--- src/hw/rtl/rrmfb_pkg.sv ---
// Shared types and constants for the round-robin multi-bank FIFO bag.
package rrmfb_pkg;

  // Sizing
  localparam int NumBanks   = 4;
  localparam int BankDepth  = 16;
  localparam int ValueW     = 32;

  // Derived widths
  localparam int BankW      = (NumBanks > 1) ? $clog2(NumBanks) : 1;
  localparam int NbW        = $clog2(NumBanks + 1);
  localparam int PtrW       = (BankDepth > 1) ? $clog2(BankDepth) : 1;
  localparam int CntW       = $clog2(BankDepth + 1);
  localparam int AddrW      = BankW + PtrW;
  localparam int MemDepth   = NumBanks << PtrW;

  // Register and word field widths
  localparam int CfgW       = 3;
  localparam int ActiveRst  = 4;
  localparam int BankUsedW  = 2;
  localparam int InDataW    = 32;
  localparam int OutDataW   = 40;

  // Word kind on the input side
  typedef enum logic [0:0] {
    ActEnqueue = 1'b0,
    ActDequeue = 1'b1
  } action_e;

  // Result status codes
  typedef enum logic [1:0] {
    StOk    = 2'd0,
    StEmpty = 2'd1,
    StFull  = 2'd2
  } status_e;

  // Sequencer states
  typedef enum logic [2:0] {
    FsmIdle,
    FsmReduce,
    FsmScan,
    FsmRead,
    FsmDone
  } fsm_e;

endpackage

--- src/hw/rtl/round_robin_multi_fifo_bag.sv ---
// Round-robin multi-bank FIFO bag: top level with sequencer, bank state and slot memory.
// Sequence: an enqueue passes Reduce and Done; a dequeue passes Reduce, Scan (one step per bank
//   looked at), Read and Done on a hit, or Reduce, Scan and Done when all active banks are empty.
//   Each pointer reduction after active_banks shrinks repeats Reduce. One word in flight; the next is taken
//   the cycle after the result enters the output register. The index unit steps once a cycle.
// Reset: pointers, bank head/tail/count and valid clear, active_banks returns to 4;
//   the slot memory is not cleared.
module round_robin_multi_fifo_bag (
  input  logic                             clk_i,
  input  logic                             rst_ni,
  // configuration write: active_banks
  input  logic                             cfg_valid_i,
  output logic                             cfg_ready_o,
  input  logic [rrmfb_pkg::CfgW-1:0]       cfg_data_i,
  // input stream
  input  logic                             s_axis_tvalid,
  output logic                             s_axis_tready,
  input  logic [rrmfb_pkg::InDataW-1:0]    s_axis_tdata,   // [31:0] value_in
  input  logic [0:0]                       s_axis_tuser,   // [0] action
  // output stream
  output logic                             m_axis_tvalid,
  input  logic                             m_axis_tready,
  output logic [rrmfb_pkg::OutDataW-1:0]   m_axis_tdata,   // [31:0] value_out, [33:32] bank_used
  output logic [1:0]                       m_axis_tuser    // [1:0] status
);

  localparam int NumBanks  = rrmfb_pkg::NumBanks;
  localparam int BankDepth = rrmfb_pkg::BankDepth;
  localparam int ValueW    = rrmfb_pkg::ValueW;
  localparam int BankW     = rrmfb_pkg::BankW;
  localparam int NbW       = rrmfb_pkg::NbW;
  localparam int PtrW      = rrmfb_pkg::PtrW;
  localparam int CntW      = rrmfb_pkg::CntW;
  localparam int AddrW     = rrmfb_pkg::AddrW;
  localparam int MemDepth  = rrmfb_pkg::MemDepth;
  localparam int CfgW      = rrmfb_pkg::CfgW;
  localparam int BankUsedW = rrmfb_pkg::BankUsedW;
  localparam int OutDataW  = rrmfb_pkg::OutDataW;
  localparam int PadW      = OutDataW - ValueW - BankUsedW;

  rrmfb_pkg::fsm_e state_q, state_d;

  logic [CfgW-1:0]   cfg_q;
  logic [BankW-1:0]  enq_ptr_q;
  logic [BankW-1:0]  deq_ptr_q;
  logic [PtrW-1:0]   head_q [NumBanks];
  logic [PtrW-1:0]   tail_q [NumBanks];
  logic [CntW-1:0]   cnt_q  [NumBanks];

  // per-word working registers
  rrmfb_pkg::action_e act_q;
  logic [ValueW-1:0] val_q;
  logic [NbW-1:0]    n_q;
  logic [BankW-1:0]  cur_q;
  logic [BankW-1:0]  start_q;
  logic [BankW-1:0]  steps_q;

  // result and output registers
  rrmfb_pkg::status_e res_status_q;
  logic [ValueW-1:0]  res_value_q;
  logic [BankW-1:0]   res_bank_q;
  logic               m_valid_q;
  rrmfb_pkg::status_e out_status_q;
  logic [ValueW-1:0]  out_value_q;
  logic [BankW-1:0]   out_bank_q;

  // slot memory
  logic [ValueW-1:0] mem_q [MemDepth];
  logic [ValueW-1:0] rd_data_q;

  logic [NbW-1:0]   n_used;
  logic             in_acc;
  logic             out_free;
  logic             idx_ge;
  logic [BankW-1:0] idx_sub;
  logic [BankW-1:0] idx_inc;
  logic             idx_last;
  logic             bank_hit;
  logic             bank_full;
  logic             mem_we;
  logic             mem_re;
  logic             scan_hit;
  logic             reduce_done;
  logic [AddrW-1:0] wr_addr;
  logic [AddrW-1:0] rd_addr;

  assign cfg_ready_o   = 1'b1;
  assign s_axis_tready = (state_q == rrmfb_pkg::FsmIdle);
  assign in_acc        = s_axis_tvalid && s_axis_tready;
  assign out_free      = !m_valid_q || m_axis_tready;

  // active bank count, clamped to 1..NumBanks
  always_comb begin
    if (cfg_q == '0) begin
      n_used = NbW'(1);
    end else if (32'(cfg_q) > NumBanks) begin
      n_used = NbW'(NumBanks);
    end else begin
      n_used = NbW'(cfg_q);
    end
  end

  // shared index unit: reduce, wrap-increment and last-step compare
  always_comb begin
    idx_ge   = NbW'(cur_q) >= n_q;
    idx_sub  = BankW'(NbW'(cur_q) - n_q);
    idx_inc  = ((NbW'(cur_q) + NbW'(1)) == n_q) ? '0 : BankW'(NbW'(cur_q) + NbW'(1));
    idx_last = (NbW'(steps_q) + NbW'(1)) == n_q;
  end

  assign bank_hit    = cnt_q[cur_q] != '0;
  assign bank_full   = cnt_q[cur_q] >= CntW'(BankDepth);
  assign reduce_done = (state_q == rrmfb_pkg::FsmReduce) && !idx_ge;
  assign scan_hit    = (state_q == rrmfb_pkg::FsmScan) && bank_hit;
  assign wr_addr     = {cur_q, tail_q[cur_q]};
  assign rd_addr     = {cur_q, head_q[cur_q]};

  // next state
  always_comb begin
    state_d = state_q;
    unique case (state_q)
      rrmfb_pkg::FsmIdle: begin
        if (in_acc) state_d = rrmfb_pkg::FsmReduce;
      end
      rrmfb_pkg::FsmReduce: begin
        if (!idx_ge) begin
          state_d = (act_q == rrmfb_pkg::ActDequeue) ? rrmfb_pkg::FsmScan
                                                     : rrmfb_pkg::FsmDone;
        end
      end
      rrmfb_pkg::FsmScan: begin
        if (bank_hit) begin
          state_d = rrmfb_pkg::FsmRead;
        end else if (idx_last) begin
          state_d = rrmfb_pkg::FsmDone;
        end
      end
      rrmfb_pkg::FsmRead: begin
        state_d = rrmfb_pkg::FsmDone;
      end
      rrmfb_pkg::FsmDone: begin
        if (out_free) state_d = rrmfb_pkg::FsmIdle;
      end
      default: state_d = rrmfb_pkg::FsmIdle;
    endcase
  end

  // memory strobes
  always_comb begin
    mem_we = reduce_done && (act_q == rrmfb_pkg::ActEnqueue) && !bank_full;
    mem_re = scan_hit;
  end

  // control state
  always_ff @(posedge clk_i or negedge rst_ni) begin
    if (!rst_ni) begin
      state_q   <= rrmfb_pkg::FsmIdle;
      cfg_q     <= CfgW'(rrmfb_pkg::ActiveRst);
      enq_ptr_q <= '0;
      deq_ptr_q <= '0;
      m_valid_q <= 1'b0;
      for (int b = 0; b < NumBanks; b++) begin
        head_q[b] <= '0;
        tail_q[b] <= '0;
        cnt_q[b]  <= '0;
      end
    end else begin
      state_q <= state_d;
      if (cfg_valid_i) cfg_q <= cfg_data_i;
      // pointer advance once the start bank is reduced
      if (reduce_done) begin
        if (act_q == rrmfb_pkg::ActEnqueue) begin
          enq_ptr_q <= idx_inc;
        end else begin
          deq_ptr_q <= idx_inc;
        end
      end
      if (mem_we) begin
        tail_q[cur_q] <= (tail_q[cur_q] == PtrW'(BankDepth - 1)) ? '0
                                                                 : tail_q[cur_q] + PtrW'(1);
        cnt_q[cur_q]  <= cnt_q[cur_q] + CntW'(1);
      end
      if (mem_re) begin
        head_q[cur_q] <= (head_q[cur_q] == PtrW'(BankDepth - 1)) ? '0
                                                                 : head_q[cur_q] + PtrW'(1);
        cnt_q[cur_q]  <= cnt_q[cur_q] - CntW'(1);
      end
      if ((state_q == rrmfb_pkg::FsmDone) && out_free) begin
        m_valid_q <= 1'b1;
      end else if (m_axis_tready) begin
        m_valid_q <= 1'b0;
      end
    end
  end

  // working and result payload
  always_ff @(posedge clk_i) begin
    if (in_acc) begin
      act_q   <= rrmfb_pkg::action_e'(s_axis_tuser[0]);
      val_q   <= s_axis_tdata[ValueW-1:0];
      n_q     <= n_used;
      cur_q   <= (s_axis_tuser[0] == rrmfb_pkg::ActDequeue) ? deq_ptr_q : enq_ptr_q;
      steps_q <= '0;
    end
    unique case (state_q)
      rrmfb_pkg::FsmReduce: begin
        if (idx_ge) begin
          cur_q <= idx_sub;
        end else begin
          start_q     <= cur_q;
          res_bank_q  <= cur_q;
          res_value_q <= '0;
          res_status_q <= bank_full ? rrmfb_pkg::StFull : rrmfb_pkg::StOk;
        end
      end
      rrmfb_pkg::FsmScan: begin
        if (bank_hit) begin
          res_bank_q   <= cur_q;
          res_status_q <= rrmfb_pkg::StOk;
        end else if (idx_last) begin
          res_bank_q   <= start_q;
          res_status_q <= rrmfb_pkg::StEmpty;
          res_value_q  <= '0;
        end else begin
          cur_q   <= idx_inc;
          steps_q <= steps_q + BankW'(1);
        end
      end
      rrmfb_pkg::FsmRead: begin
        res_value_q <= rd_data_q;
      end
      default: begin
      end
    endcase
    if ((state_q == rrmfb_pkg::FsmDone) && out_free) begin
      out_status_q <= res_status_q;
      out_value_q  <= res_value_q;
      out_bank_q   <= res_bank_q;
    end
  end

  // slot memory: one write port, one registered read port
  always_ff @(posedge clk_i) begin
    if (mem_we) mem_q[wr_addr] <= val_q;
    if (mem_re) rd_data_q <= mem_q[rd_addr];
  end

  assign m_axis_tvalid = m_valid_q;
  assign m_axis_tuser  = out_status_q;
  assign m_axis_tdata  = {{PadW{1'b0}}, BankUsedW'(out_bank_q), out_value_q};

`ifndef ASSERT_OFF
  // one word at a time: ready drops right after an accept
  a_single_word: assert property (@(posedge clk_i) disable iff (!rst_ni)
    in_acc |=> !s_axis_tready)
    else $error("input accepted while a word is in flight");

  // a write never lands in a full bank
  a_no_overfill: assert property (@(posedge clk_i) disable iff (!rst_ni)
    mem_we |-> (cnt_q[cur_q] < CntW'(BankDepth)))
    else $error("slot write into a full bank");

  // scan stays within the active banks
  a_scan_bound: assert property (@(posedge clk_i) disable iff (!rst_ni)
    (state_q == rrmfb_pkg::FsmScan) |-> ((NbW'(steps_q) < n_q) && (NbW'(cur_q) < n_q)))
    else $error("scan ran past the active banks");

  // a finished result waits while the output register is held
  a_done_holds: assert property (@(posedge clk_i) disable iff (!rst_ni)
    ((state_q == rrmfb_pkg::FsmDone) && m_valid_q && !m_axis_tready)
      |=> (state_q == rrmfb_pkg::FsmDone))
    else $error("result left the sequencer while output was stalled");
`endif

endmodule

--- config.mk ---
export PLATFORM = sky130hd
export DESIGN_NAME = round_robin_multi_fifo_bag
export DESIGN_NICKNAME = d
export VERILOG_FILES = /design/src/hw/rtl/rrmfb_pkg.sv /design/src/hw/rtl/round_robin_multi_fifo_bag.sv
export SDC_FILE = /design/constraint.sdc
export NUM_CORES = 2
export LEC_CHECK = 0
export BUFFER_PORTS_ARGS = -buffer_cell sky130_fd_sc_hd__buf_4
export CAP_MARGIN = 20
export CORE_MARGIN = 1
export CORE_UTILIZATION = 35
export CTS_BUF_LIST = sky130_fd_sc_hd__clkbuf_16
export DETAILED_ROUTE_END_ITERATION = 10
export SLEW_MARGIN = 25
export SYNTH_ARGS = -nofsm -noshare
export SYNTH_HDL_FRONTEND = slang
export SYNTH_SLANG_ARGS = --single-unit
--- constraint.sdc ---
create_clock -name clk_i -period 4.7 [get_ports clk_i]
set_input_delay 1.41 -clock clk_i [delete_from_list [all_inputs] [get_ports clk_i]]
set_output_delay 1.41 -clock clk_i [all_outputs]
set_load 0.03 [all_outputs]
==> out/results.tsv <==
stage	metric	value	unit
clock_network	clk sink count	2257	
setup_path	CP Class	reg -> reg	
die	io pins	86	
placement	routability cong.	0.840	
logic_synthesis	synthesized flop and latch total	2257	
sta	Final TNS setup	0	ps
final_layout	register area	0.0674	sq mm
detailed_routing	1st-iter DRT viols	5974	
logic_synthesis	fraction of registers with async set/reset	2.79	%
detailed_routing	DRC	0	
setup_path	crit start category	flop	
detailed_routing	routed via count	48100	
sta	fmax	217	MHz
global_routing	GRT Resource Usage Total	19.7	%
final_layout	multi-input logic area	0.0190	sq mm
clock_network	Max Root-Sink Buffers	3	
die	Die Ht	502	um
logic_synthesis	dominant cells by area after synthesis	edfxtp_1 (75%), mux4_2 (7.8%), mux2i_1 (2.4%)	
logic_synthesis	cell type with the largest total area after synthesis	edfxtp_1	
pwr	Worst VDD drop	0.619	mV
sta	Max-slew headroom	24.0	%
global_routing	pin count of the biggest net entering global routing	89	
sta	clk_skew	47.7	ps
clock_network	clk_lat worst skew	870	ps
logic_synthesis	Avg Inst Size Synth	18.2	sq um
setup_path	crit end category	flop	
sta	minimum clock period	4600	ps
setup_path	Worst EP arrival	5170	ps
clock_network	number of gates resized after CTS	0	
die	Die Span X	502	um
pwr	Pwr Density	603	mW/mm^2
logic_synthesis	Netlist cell types	70	
setup_path	CP required	5270	ps
sta	crit share post-route	97.8	%
final_layout	FILL cells	22100	
final_layout	Final Cell Area	0.102	sq mm
hold_path	Worst Hold Class	reg -> reg	
logic_synthesis	sequential-to-total area share from yosys stat	77.0	%
setup_path	slowest stage delay, CP	900	ps
setup_path	Levels on crit path	9	
logic_synthesis	top cell type's share of synthesized area	75.1	%
logic_synthesis	cell area after synthesis	0.0875	sq mm
clock_network	CTS Root Cell	clkbuf_16	
sta	Finish-stage setup viols	0	
clock_network	clock transition at the registers of the reported paths	60	ps
global_routing	first-pass GRT wire length	353000	um
global_routing	Remaining Overflow, GRT	0	
final_layout	Syn-to-layout area delta	16.3	%
detailed_routing	TritonRoute pass-1 iters	7	
detailed_routing	wire length per cell	29.0	um
clock_network	H-tree levels	4	
detailed_routing	post-DR vias/cell	5.58	
placement	hpwl dp	144000	um
clock_network	hold bufs inserted after CTS	0	
final_layout	non-filler cells, final	8628	
sta	Slew @ Worst Pin	1130	ps
placement	# placed instances	8210	
global_routing	vias in the first global route	47000	
sta	pins over their slew limit	0	
clock_network	TritonCTS clock tree	yes	
die	Std-Cell Rows	183	
setup_path	CP max stage cell	a311oi_1	
setup_path	Buf/Inv on CP	2	
clock_network	Setup Buffers After CTS	0	
setup_path	crit-path cells	mux2i_1, mux2_8, clkinv_16, buf_12, mux4_2, a22oi_1, a21oi_1, a311oi_1, nand4b_1	
sta	Fin. Hold Viols	0	
placement	Port-buffer cells	78	
pwr	Leak	0.0325	uW
logic_synthesis	YS warnings	0	
run_status	status	finished clean	
final_layout	layout cells sized above 1	20.5	%
setup_path	CP top delay family	compound AO/OA/AOI/OAI gates	
placement	Placed Area	0.0944	sq mm
detailed_routing	post-route ant nets	0	
final_layout	post-route core utilization	40.9	%
die	Die ar.	0.252	sq mm
global_routing	initial antenna violation count	16	
hold_path	hold path depth	0	
logic_synthesis	number of synthesized flops with an enable pin	2190	
clock_network	TritonCTS Buffers	219	
sta	RSZ-0062 raised after global routing	no	
setup_path	crit-path max FO	72	
logic_synthesis	ys flop type	edfxtp_1	
setup_path	reg2reg path depth	9	
flow_run	total of max-cap violations	0	
detailed_routing	WL final	250000	um
final_layout	Final Net Count	5155	
die	Core Area	0.249	sq mm
die	Initial Utilization	35.2	%
logic_synthesis	cell count after synthesis	4799	
-- cells in the mapped netlist, types with 42 or more instances --
cell type / instances
a211oi_1: 64
a21oi_1: 187
a22oi_1: 42
and2_1: 42
buf_2: 80
buf_4: 48
clkbuf_1: 112
dfrtp_1: 62
edfxtp_1: 2190
mux2i_1: 214
mux4_2: 304
nand2_1: 545
nand3_1: 108
nor2_1: 137
nor2b_1: 53
o21ai_0: 70
o221ai_1: 66
-- per-stage QoR --
stage | power [uW] | setup slack, ps | hold WS [ps]
floorplan | 37300 | 390 | 400
global placement | 43500 | 303 | 403
detailed placement | 43800 | 267 | 405
CTS | 61600 | 250 | 392
global route | 63500 | 7.18 | 398
finish | 61400 | 101 | 395
-- per-layer routing --
metal / track usage (%) / routed length (um) / vias up
met5: 0 / 34 / -
met4: 5.72 / 6900 / 6
met3: 3.81 / 23600 / 383
met2: 31.2 / 117000 / 2457
met1: 27.5 / 103000 / 25400
li1: - / - / 19900
-- final cells by class --
class | count | share of cell area, %
Clock inverter | 188 | 1.70
Antenna cell | 4 | 0.00984
Inverter | 18 | 0.101
Timing Repair Buffer | 368 | 3.62
Tap cell | 3330 | 4.09
Multi-Input combinational cell | 2237 | 18.7
Sequential cell | 2257 | 66.2
Clock buffer | 226 | 5.56
-- path summary, 6_finish.rpt --
kind / endpoint / slack [ps] / start
worst max-delay path: rd_data_q[13] / 100 / cur_q[1]
worst min-delay path: out_value_q[28] / 400 / res_value_q[28]
worst max register to register: rd_data_q[13] / 100 / cur_q[1]
worst min register to register: out_value_q[28] / 400 / res_value_q[28]
max in group asynchronous: tail_q[15] / 3460 / rst_ni
min in group asynchronous: state_q[2] / 640 / rst_ni
-- cell families (layout without fill, tap and decap cells) --
kind of cell    count (synthesis)  after routing  synth area share (%)
xor+xnor                       11             11                 0.110
fa+ha+maj                      13             13                 0.186
compound gates                670            670                  5.18
flops                        2257           2257                  77.0
simple gates                 1006           1006                  5.10
mux                           530            530                  10.4
buf+inv                       310            800                  1.95
other cells                     2             11               0.00858
-- report_power, final --
part           internal [uW]  switching, uW  total (uW)
sequential             24100            444       24500
clock                  10300           7610       18000
combinational           6930          12000       18900
-- registers in the layout, summed over array words and instances, names as in the netlist, 2 cells and up, named ones only --
name	flops
val_q	32
n_q	3
res_status_q	2
start_q	2
out_value_q	32
head_q	16
cnt_q	17
cfg_q	3
cur_q	2
res_bank_q	2
rd_data_q	32
state_q	3
out_bank_q	2
tail_q	16
m_axis_tuser	2
mem_q	2048
deq_ptr_q	2
enq_ptr_q	2
steps_q	2
res_value_q	32
-- layout by cell type (no fill, tap or decap), types with 67 or more instances in the layout --
cell          n
mux4_2      302
buf_12       71
o21ai_0      70
clkbuf_16   226
edfxtp_1   2190
nand2_1     544
nor2_4       69
nor2_1       67
buf_4       294
mux2i_1     214
nand3_1     108
a21oi_1     186
No activity file was read; power rests on OpenSTA's default activity.
